===== config.mk =====
export PLATFORM = sky130hd
export DESIGN_NAME = decimal_length_frame_deframer_core
export DESIGN_NICKNAME = d
export VERILOG_FILES = /design/src/rtl/dlfd_pkg.sv /design/src/rtl/dlfd_parser.sv /design/src/rtl/decimal_length_frame_deframer_core.sv
export SDC_FILE = /design/constraint.sdc
export NUM_CORES = 1
export LEC_CHECK = 0
export BUFFER_PORTS_ARGS = -buffer_cell sky130_fd_sc_hd__buf_2
export CAP_MARGIN = 20
export CELL_PAD_IN_SITES_DETAIL_PLACEMENT = 1
export CELL_PAD_IN_SITES_GLOBAL_PLACEMENT = 1
export CORE_MARGIN = 8
export CORE_UTILIZATION = 42
export DETAILED_ROUTE_END_ITERATION = 8
export GPL_ROUTABILITY_DRIVEN = 0
export GPL_TIMING_DRIVEN = 0
export PLACE_DENSITY_LB_ADDON = 0.1
export SYNTH_ARGS = -nofsm -noshare
export SYNTH_HDL_FRONTEND = slang
export SYNTH_HIERARCHICAL = 1
export SYNTH_SLANG_ARGS = --single-unit

===== constraint.sdc =====
create_clock -name clk -period 3.7 [get_ports clk]
set_clock_uncertainty 0.15 [all_clocks]
set_input_delay 0.185 -clock clk [delete_from_list [all_inputs] [get_ports clk]]
set_output_delay 0.185 -clock clk [all_outputs]
set_load 0.02 [all_outputs]

===== src/rtl/dlfd_pkg.sv =====
// types and constants for the decimal length frame deframer
package dlfd_pkg;

  typedef enum logic [2:0] {
    PH_IDLE     = 3'd0,
    PH_LEN      = 3'd1,
    PH_PAYLOAD  = 3'd2,
    PH_TRAILER  = 3'd3,
    PH_FILEBODY = 3'd4
  } dlfd_phase_t;

  typedef enum logic [2:0] {
    EV_DATA     = 3'd0,
    EV_DONE     = 3'd1,
    EV_TRAILER  = 3'd2,
    EV_ABORT    = 3'd3,
    EV_LONG     = 3'd4,
    EV_FILE_END = 3'd5
  } dlfd_evt_t;

  typedef enum logic [1:0] {
    KIND_MSG  = 2'd0,
    KIND_NAME = 2'd1,
    KIND_BODY = 2'd2
  } dlfd_kind_t;

  localparam logic [7:0] CH_M  = 8'h6D;
  localparam logic [7:0] CH_F  = 8'h66;
  localparam logic [7:0] CH_NL = 8'h0A;
  localparam logic [7:0] CH_0  = 8'h30;
  localparam logic [7:0] CH_9  = 8'h39;

  localparam int unsigned OUT_LEN_W  = 16;
  localparam int unsigned MAX_LEN_W  = 16;
  localparam logic [MAX_LEN_W-1:0] MAX_LEN_RESET = 16'hFFFF;

  // one result of the parser, valid marks that the item produced one
  typedef struct packed {
    logic                 valid;
    logic [7:0]           data;
    dlfd_kind_t           kind;
    dlfd_evt_t            evt;
    logic [OUT_LEN_W-1:0] length;
    logic                 last;
  } dlfd_result_t;

endpackage


===== src/rtl/dlfd_parser.sv =====
// frame state machine: length digits, payload count, trailer check and file body
module dlfd_parser import dlfd_pkg::*; #(
  parameter int LENGTH_BITS = 16
) (
  input  logic                 clk,
  input  logic                 rst_n,
  input  logic                 step,
  input  logic [7:0]           rx_byte,
  input  logic                 closed,
  input  logic [MAX_LEN_W-1:0] max_length,
  output dlfd_result_t         res
);

  localparam int ACC_W = LENGTH_BITS + 1;
  localparam int MUL_W = LENGTH_BITS + 5;
  localparam int CMP_W = (ACC_W > OUT_LEN_W) ? ACC_W : OUT_LEN_W;

  dlfd_phase_t            phase_r, phase_nxt;
  logic                   is_file_r, is_file_nxt;
  logic [ACC_W-1:0]       acc_r, acc_nxt;
  logic [LENGTH_BITS-1:0] seen_r, seen_nxt;

  logic [MUL_W-1:0]       acc_x10;
  logic [LENGTH_BITS-1:0] seen_inc;
  logic [CMP_W-1:0]       acc_ext;
  logic [CMP_W-1:0]       max_ext;
  logic [3:0]             digit;
  dlfd_kind_t             hdr_kind;

  always_ff @(posedge clk) begin
    if (!rst_n) begin
      phase_r   <= PH_IDLE;
      is_file_r <= 1'b0;
      acc_r     <= '0;
      seen_r    <= '0;
    end else if (step) begin
      phase_r   <= phase_nxt;
      is_file_r <= is_file_nxt;
      acc_r     <= acc_nxt;
      seen_r    <= seen_nxt;
    end
  end

  // times ten plus the digit by two shifts and two adds, saturating at 2^LENGTH_BITS
  assign digit    = 4'(rx_byte - CH_0);
  assign acc_x10  = MUL_W'({acc_r, 3'b000}) + MUL_W'({acc_r, 1'b0}) + MUL_W'(digit);
  assign seen_inc = seen_r + LENGTH_BITS'(1);
  assign acc_ext  = CMP_W'(acc_r);
  assign max_ext  = CMP_W'(max_length);
  assign hdr_kind = is_file_r ? KIND_NAME : KIND_MSG;

  always_comb begin
    phase_nxt   = phase_r;
    is_file_nxt = is_file_r;
    acc_nxt     = acc_r;
    seen_nxt    = seen_r;
    res         = '{valid: 1'b0, data: 8'h00, kind: hdr_kind, evt: EV_DATA,
                    length: '0, last: 1'b0};

    if (closed) begin
      phase_nxt   = PH_IDLE;
      is_file_nxt = 1'b0;
      acc_nxt     = '0;
      seen_nxt    = '0;
      case (phase_r)
        PH_LEN, PH_PAYLOAD: begin
          res.valid = 1'b1;
          res.evt   = EV_ABORT;
          res.last  = 1'b1;
        end
        PH_TRAILER: begin
          res.valid = 1'b1;
          res.kind  = KIND_MSG;
          res.evt   = EV_TRAILER;
          res.last  = 1'b1;
        end
        PH_FILEBODY: begin
          res.valid = 1'b1;
          res.kind  = KIND_BODY;
          res.evt   = EV_FILE_END;
          res.last  = 1'b1;
        end
        default: begin
        end
      endcase
    end else begin
      case (phase_r)
        PH_IDLE: begin
          if (rx_byte == CH_M || rx_byte == CH_F) begin
            phase_nxt   = PH_LEN;
            is_file_nxt = (rx_byte == CH_F);
            acc_nxt     = '0;
            seen_nxt    = '0;
          end
        end
        PH_LEN: begin
          if (rx_byte == CH_NL) begin
            if (acc_ext > max_ext) begin
              phase_nxt   = PH_IDLE;
              is_file_nxt = 1'b0;
              acc_nxt     = '0;
              seen_nxt    = '0;
              res.valid   = 1'b1;
              res.evt     = EV_LONG;
              res.last    = 1'b1;
            end else begin
              seen_nxt = '0;
              if (acc_r != '0) begin
                phase_nxt = PH_PAYLOAD;
              end else begin
                phase_nxt = is_file_r ? PH_FILEBODY : PH_TRAILER;
              end
            end
          end else if (rx_byte inside {[CH_0:CH_9]}) begin
            if (|acc_x10[MUL_W-1:LENGTH_BITS]) begin
              acc_nxt = {1'b1, {LENGTH_BITS{1'b0}}};
            end else begin
              acc_nxt = acc_x10[ACC_W-1:0];
            end
          end
        end
        PH_PAYLOAD: begin
          res.valid = 1'b1;
          res.data  = rx_byte;
          seen_nxt  = seen_inc;
          if ({1'b0, seen_inc} >= acc_r) begin
            phase_nxt = is_file_r ? PH_FILEBODY : PH_TRAILER;
          end
        end
        PH_TRAILER: begin
          phase_nxt   = PH_IDLE;
          is_file_nxt = 1'b0;
          acc_nxt     = '0;
          seen_nxt    = '0;
          res.valid   = 1'b1;
          res.kind    = KIND_MSG;
          res.last    = 1'b1;
          if (rx_byte == CH_NL) begin
            res.evt    = EV_DONE;
            res.length = acc_ext[OUT_LEN_W-1:0];
          end else begin
            res.evt = EV_TRAILER;
          end
        end
        PH_FILEBODY: begin
          res.valid = 1'b1;
          res.data  = rx_byte;
          res.kind  = KIND_BODY;
        end
        default: begin
          phase_nxt   = PH_IDLE;
          is_file_nxt = 1'b0;
          acc_nxt     = '0;
          seen_nxt    = '0;
        end
      endcase
    end
  end

endmodule


===== src/rtl/decimal_length_frame_deframer_core.sv =====
// top level of the decimal length prefixed frame deframer
//
//  channel   dir  handshake            contents
//  in_*      in   in_tvalid/in_tready   one received byte or a close event
//  out_*     out  out_tvalid/out_tready payload byte or frame event
//  cfg_*     in   cfg_wr_en             max_length register
//
// one item a cycle sustained: input register, one pass through the parser,
// result register; the result is valid once the item has passed both registers
// both stages stall while a result waits in the result register with out_tready low;
// an item with no result still needs the result stage free to move on
// rst_n is synchronous, active low: parser idle, max_length = 65535
module decimal_length_frame_deframer_core import dlfd_pkg::*; #(
  parameter int LENGTH_BITS = 16
) (
  input  logic        clk,
  input  logic        rst_n,
  // input channel
  input  logic        in_tvalid,
  output logic        in_tready,
  input  logic [7:0]  in_tdata,   // [7:0] rx_byte
  input  logic [0:0]  in_tuser,   // [0] closed
  // result channel
  output logic        out_tvalid,
  input  logic        out_tready,
  output logic [23:0] out_tdata,  // [7:0] out_byte, [23:8] out_length
  output logic [4:0]  out_tuser,  // [1:0] out_kind, [4:2] out_event
  output logic        out_tlast,  // is_last
  // configuration
  input  logic        cfg_wr_en,
  input  logic [15:0] cfg_wr_data
);

  // input stage
  logic         s1_valid_r, s1_valid_nxt;
  logic [7:0]   s1_byte_r;
  logic         s1_closed_r;

  // result stage
  logic         out_valid_r, out_valid_nxt;
  dlfd_result_t out_res_r;

  logic [MAX_LEN_W-1:0] max_len_r;

  dlfd_result_t res;
  logic         advance;
  logic         in_take;

  // the parser steps on an item when the result stage can take its output
  assign advance   = s1_valid_r && (!out_valid_r || out_tready);
  assign in_tready = !s1_valid_r || advance;
  assign in_take   = in_tvalid && in_tready;

  always_comb begin
    s1_valid_nxt = s1_valid_r;
    if (in_take) begin
      s1_valid_nxt = 1'b1;
    end else if (advance) begin
      s1_valid_nxt = 1'b0;
    end
  end

  always_comb begin
    out_valid_nxt = out_valid_r;
    if (advance) begin
      out_valid_nxt = res.valid;
    end else if (out_tready) begin
      out_valid_nxt = 1'b0;
    end
  end

  always_ff @(posedge clk) begin
    if (!rst_n) begin
      s1_valid_r  <= 1'b0;
      out_valid_r <= 1'b0;
      max_len_r   <= MAX_LEN_RESET;
    end else begin
      s1_valid_r  <= s1_valid_nxt;
      out_valid_r <= out_valid_nxt;
      if (cfg_wr_en) begin
        max_len_r <= cfg_wr_data;
      end
    end
  end

  // payload registers, no reset needed
  always_ff @(posedge clk) begin
    if (in_take) begin
      s1_byte_r   <= in_tdata;
      s1_closed_r <= in_tuser[0];
    end
    if (advance && res.valid) begin
      out_res_r <= res;
    end
  end

  dlfd_parser #(
    .LENGTH_BITS (LENGTH_BITS)
  ) u_parser (
    .clk        (clk),
    .rst_n      (rst_n),
    .step       (advance),
    .rx_byte    (s1_byte_r),
    .closed     (s1_closed_r),
    .max_length (max_len_r),
    .res        (res)
  );

  assign out_tvalid = out_valid_r;
  assign out_tdata  = {out_res_r.length, out_res_r.data};
  assign out_tuser  = {out_res_r.evt, out_res_r.kind};
  assign out_tlast  = out_res_r.last;

endmodule


# Yosys cells after proc, flatten, opt, wreduce, memory -nomap -nowiden
# Cells that the tools add are included.
[op_classes] n_lt_le_gt_ge=4 reduce_logical=24 n_eq_ne=15 bitwise_logic=3 addsub=4 muxes=43
[op_table] operator="$mux W17" n=6
[op_table] operator="$pmux W16 S4" n=1
[op_table] operator="$pmux W17 S3" n=1
[op_table] operator="$mux W16" n=3
[op_table] operator="$mux W3" n=10
[op_table] operator="$add A20 B18 Y21" n=1
[op_table] operator="$add A21 B4 Y21" n=1
[op_table] operator="$ge A16 B17 Y1" n=1
[op_table] operator="$gt A17 B16 Y1" n=1
[op_table] operator="$reduce_bool A17 Y1" n=1
[op_table] operator="$add A16 B1 Y16 const B" n=1
[op_table] operator="$eq A8 B7 Y1 const B" n=2
[op_table] operator="$reduce_and A5 Y1" n=3
[op_table] operator="$mux W1" n=14
[op_table] operator="$ne A3 B2 Y1 const B" n=4
[op_table] operator="$pmux W3 S4" n=1
[op_table] operator="$pmux W3 S3" n=1
[op_table] operator="$eq A8 B4 Y1 const B" n=1
[op_table] operator="$ge A8 B6 Y1 const B" n=1
[op_table] operator="$le A8 B6 Y1 const B" n=1
[op_table] operator="$eq A3 B2 Y1 const B" n=2
[op_table] operator="$pmux W3 S2" n=1
[op_table] operator="$reduce_or A2 Y1" n=3
[op_table] operator="$reduce_or A3 Y1" n=2
[op_table] operator="20 further kinds" n=30
[totals] in_bits=30 reg_bits=94

# Depth between registers and ports, before layout
[depth] depth_word=8 ltp_mapped=14 depth_no_buf=14

# Cells and area by module
# Netlist, hierarchy kept.
[by_module_without_submodules] mod="dlfd_parser" seq_area_each_um2=740.7 instances=1 cells_per_inst=551 area_per_inst_um2=4336.7
[by_module_without_submodules] mod="decimal_length_frame_deframer_core" seq_area_each_um2=1531.5 instances=1 cells_per_inst=104 area_per_inst_um2=1850.5

# Worst setup path after synthesis
# Ideal clock, no wire load.
[synth_timing] kind="reg-to-reg" start="reg u_parser.acc_r[8], in the netlist u_parser/acc_ext[8]" end="reg out_res_r, in the netlist out_tdata[0], enable pin" path_buffers=0 setup_slack_ns=0.063 t_required_ns=3.133 arrival_time_ns=3.070 setup_time_ns=0.417 stages_incl_launch_ff=11 cell_sequence="dfxtp_1 ha_1 nand4_1 o31ai_1 a221o_1 a21o_1 nor2b_1 o21ai_0 a21boi_0 nand2_1 nor2_1"
[synth_lines] element="from (decl)" line="dlfd_parser.sv:20" rtl="logic [ACC_W-1:0] acc_r, acc_nxt;"
[synth_lines] element="from (signal assigned)" line="dlfd_parser.sv:39" rtl="acc_r <= acc_nxt;"
[synth_lines] element="to (signal assigned)" line="decimal_length_frame_deframer_core.sv:93" rtl="out_res_r <= res;"
[synth_lines] element="to (decl)" line="decimal_length_frame_deframer_core.sv:41" rtl="dlfd_result_t out_res_r;"

# Final worst setup path
[layout_timing] start="reg u_parser.acc_r[8], in the netlist u_parser/acc_ext[8]" end="reg u_parser.acc_r[12], in the netlist u_parser/acc_ext[12]"
[layout_between] elab_chain_len=8 elab_cells_between_ends=11
[layout_rtl] element="$add A20 B18 Y21" line="dlfd_parser.sv:46" rtl="assign acc_x10 = MUL_W'({acc_r, 3'b000}) + MUL_W'({acc_r, 1'b0}) + MUL_W'(digit);"
[layout_rtl] element="$add A21 B4 Y21" line="dlfd_parser.sv:46"
[layout_rtl] element="$reduce_or A5 Y1" line="dlfd_parser.sv:115" rtl="if (|acc_x10[MUL_W-1:LENGTH_BITS]) begin"
[layout_rtl] element="$mux W17" line="dlfd_parser.sv:115"
[layout_rtl] element="$mux W17" line="dlfd_parser.sv:114" rtl="end else if (rx_byte inside {[CH_0:CH_9]}) begin"
[layout_rtl] element="$mux W17" line="dlfd_parser.sv:97" rtl="if (rx_byte == CH_NL) begin"
[layout_rtl] element="$pmux W17 S3" line="dlfd_parser.sv:87" rtl="case (phase_r)"
[layout_rtl] element="$mux W17" line="dlfd_parser.sv:60" rtl="if (closed) begin"
# Parallel ways exist; a longest one is shown, timed or not. The select of a mux whose other input is x is not followed.
# A chain may end at the register's enable or synchronous reset.

==> impl_metrics.yaml <==
grt:
  track_usage_pct: 20.1
  antenna_found_initial: 0
  gr-total-overflow: 0
  grt_pass1_vias: 5516
  grt_pass1_wl_um: 29600
  grt_max_degree: 19
synthesis:
  synthAdderAreaFrac_pct: 14.0
  async_reset_ff_share_pct: 0
  netlist.area_leader.share_pct: 18.9
  yosysSeqAreaShare_pct: 36.7
  syn_nets: 753
  syn-cell-area_um2: 6190
  ys_seq_elements: 94
  synth_simple_gate_area_share_pct: 20.5
  syn_area_per_cell_um2: 9.45
  ys.flop_type: "dfxtp_1"
  ys_warn_count: 6
  post_synth_num_cell_types: 78
  synth_compound_area_share_pct: 16.2
  synth_area_leader_cell: "edfxtp_1"
  synth_top_family_by_area: "simple AND/OR/NAND/NOR gates"
  synth_edf_count: 39
  synth.area.top_cells: "edfxtp_1, dfxtp_1, ha_1"
  netlist_instances: 655
  synth-xor-area-share_pct: 3.82
  muxShareOfSynthArea_pct: 3.42
clock_tree:
  cts_tree: "yes"
  clock-root-buffer: "clkbuf_16"
  clkLatencyLatePin_ns: 0.35
  cts.clk_slew.worst_paths_ns: 0.07
  cts_buffers: 9
  cts_buffer_depth: 2
  cts_max_level: 3
  cts.sinks: 94
finish:
  final_common_cell: "buf_2"
  fillers: 1622
  fin_nets: 862
  final_cells: 953
  drive_gt1_share_pct: 15.9
  fin_area_um2: 7490
  syn2layout_area_growth_pct: 21.1
  final_cell_mix: "buf_2, ha_1, nand2_1"
  final_core_util_pct: 51.7
  diodes: 0
route:
  wl_um: 18300
  wire_per_inst_um: 19.2
  drt_iter0_drc: 294
  avgViaCountPerCell: 5.57
  drc: 0
  dr.pass1.iters: 4
  antenna_left: 0
  vias: 5306
floorplan:
  num_rows: 44
  die-width_um: 137
  die_y_um: 137
  die_area_um2: 18900
  io_pins: 62
  initial_core_util_pct: 42.7
  coreArea_um2: 14500
hold_path:
  hp-class: "input port to flip-flop"
  hold-path-endpoint: "u_parser/is_file_r"
  worstHoldStart: "rst_n"
  holdPathStages: 3
sta:
  period_needed_ns: 3.56
  fin_crit_sh_pct: 96.1
  finalWorstSetupSlack_ns: 0.144
  setup_violations: 0
  drv_slew: 0
  hold_viol: 0
  slew_headroom_pct: 46.2
  fmax_ghz: 0.281
  worst_pin_slew_ns: 0.795
  rsz0062_at_grt: "false"
place:
  port-buffer-count: 60
  dp.cells: 901
  place_ws_ns: -0.225
  placed_area_um2: 6750
  dp_hpwl_um: 13500
critical_path:
  crit_start: "u_parser/acc_ext[8]"
  arrival_ns: 3.70
  timing.rr.start: "u_parser/acc_ext[8]"
  regToRegEndpoint: "u_parser/acc_ext[12]"
  worstPathRequired_ns: 3.84
  reg2reg_depth: 10
  end_kind: "flip-flop"
  regToRegSetupSlack_ns: 0.14
  critical_path.max_fanout: 10
  crit_path_start_kind: "flip-flop"
  crit_type: "flip-flop to flip-flop"
run:
  drv_cap: 0
power:
  ir_drop_mv: 0.221
  p_total_mw: 2.22
  cellLeakagePower_nw: 3.33
  p_per_area_nw_per_um2: 297
status:
  run_status: "finished clean"
-- layout make-up --
| class | instances | area [um2] | share of cell area [%] |
|---|---|---|---|
| Buffer | 23 | 148 | 1.97 |
| Clock inverter | 4 | 35.0 | 0.468 |
| Sequential cell | 94 | 2280 | 30.4 |
| Tap cell | 184 | 230 | 3.07 |
| Inverter | 49 | 184 | 2.46 |
| Multi-Input combinational cell | 488 | 3630 | 48.5 |
| Clock buffer | 12 | 279 | 3.72 |
| Timing Repair Buffer | 99 | 703 | 9.39 |
-- metrics by stage --
| step | hold slack, ns | TNS, ns |
|---|---|---|
| floorplan | 0.134 | 0 |
| global placement | 0.215 | -32.83 |
| detailed placement | 0.214 | -3.46 |
| CTS | 0.0290 | 0 |
| global route | 0.0473 | 0 |
| finish | 0.0364 | 0 |
-- metal layers --
layer,wire (um),vias to the layer above,global-route usage (%)
met2,8890,84,34.0
met4,230,0,5.79
met5,0,-,0
li1,-,2595,-
met1,8480,2611,25.8
met3,727,16,3.14
-- worst max path at each step --
stage,endpoint,slack [ns],depth (start not counted)
floorplan,out_tdata[0],0.06,10
global placement,out_tuser[0],-1.03,10
detailed placement,u_parser/acc_ext[12],-0.22,11
CTS,out_tdata[4],0.01,11
global route,u_parser/acc_ext[12],0.01,11
finish,u_parser/acc_ext[12],0.14,10
-- critical path, stage by stage, from the launching register on --
cell and delay (ns):
dfxtp_1 0.61, ha_1 0.33, ha_1 0.37, nand2_1 0.12
o21ai_2 0.23, a21oi_1 0.13, o311ai_1 0.56, mux2i_1 0.29
nor4b_4 0.37, buf_6 0.19, a22o_1 0.15
-- cell families after synthesis --
logic type | after synthesis
flip-flops | 94
multiplexers | 21
AND/OR/NAND/NOR | 230
buffers and inverters | 73
XOR/XNOR | 27
adder cells (fa/ha/maj) | 68
AO/OA/AOI/OAI | 142
-- power breakdown --
part	total [mW]	switching (mW)	internal [mW]
clock network	0.960	0.416	0.544
registers	1.11	0.0153	1.09
logic	0.154	0.0745	0.0798
total	2.22	0.506	1.72
-- sequential cells by signal, summed over array words and instances (netlist names) --
register and flops:
s1_closed_r 1, s1_valid_r 1, out_tvalid 1, out_tlast 1, max_len_r 16, s1_byte_r 8
u_parser/is_file_r 1, out_tuser 5, out_tdata 24, u_parser/acc_ext 17, u_parser/seen_r 16, u_parser/phase_r 3
-- synthesized netlist by cell type, types with 4 or more instances --
library cell and count:
xor2_1 9, nor3_1 7, nor2b_1 22, and3_1 5
inv_1 48, o21ai_0 23, a21o_1 12, clkbuf_1 11
a22o_1 18, and4_1 4, nand2_1 57, nand3_1 28
buf_2 6, xnor2_1 18, ha_1 66, dfxtp_1 55
and2_1 22, mux2i_1 20, nand3b_1 7, edfxtp_1 39
a21boi_1 7, nor2_1 29, nor4_1 10, a22oi_1 4
o21a_1 4, a31oi_1 4, a21oi_1 29, nand2b_1 10
nand4_1 10, a21boi_0 6
-- repair_timing --
item	4_1_cts	5_1_grt
hold buffers	32	0
setup buffers	1	4
setup endpoints to repair	45	36
endpoints found under the hold margin	26	0
gates resized for setup	4	9
pin swaps	0	2
No activity file was read; power rests on OpenSTA's default activity.
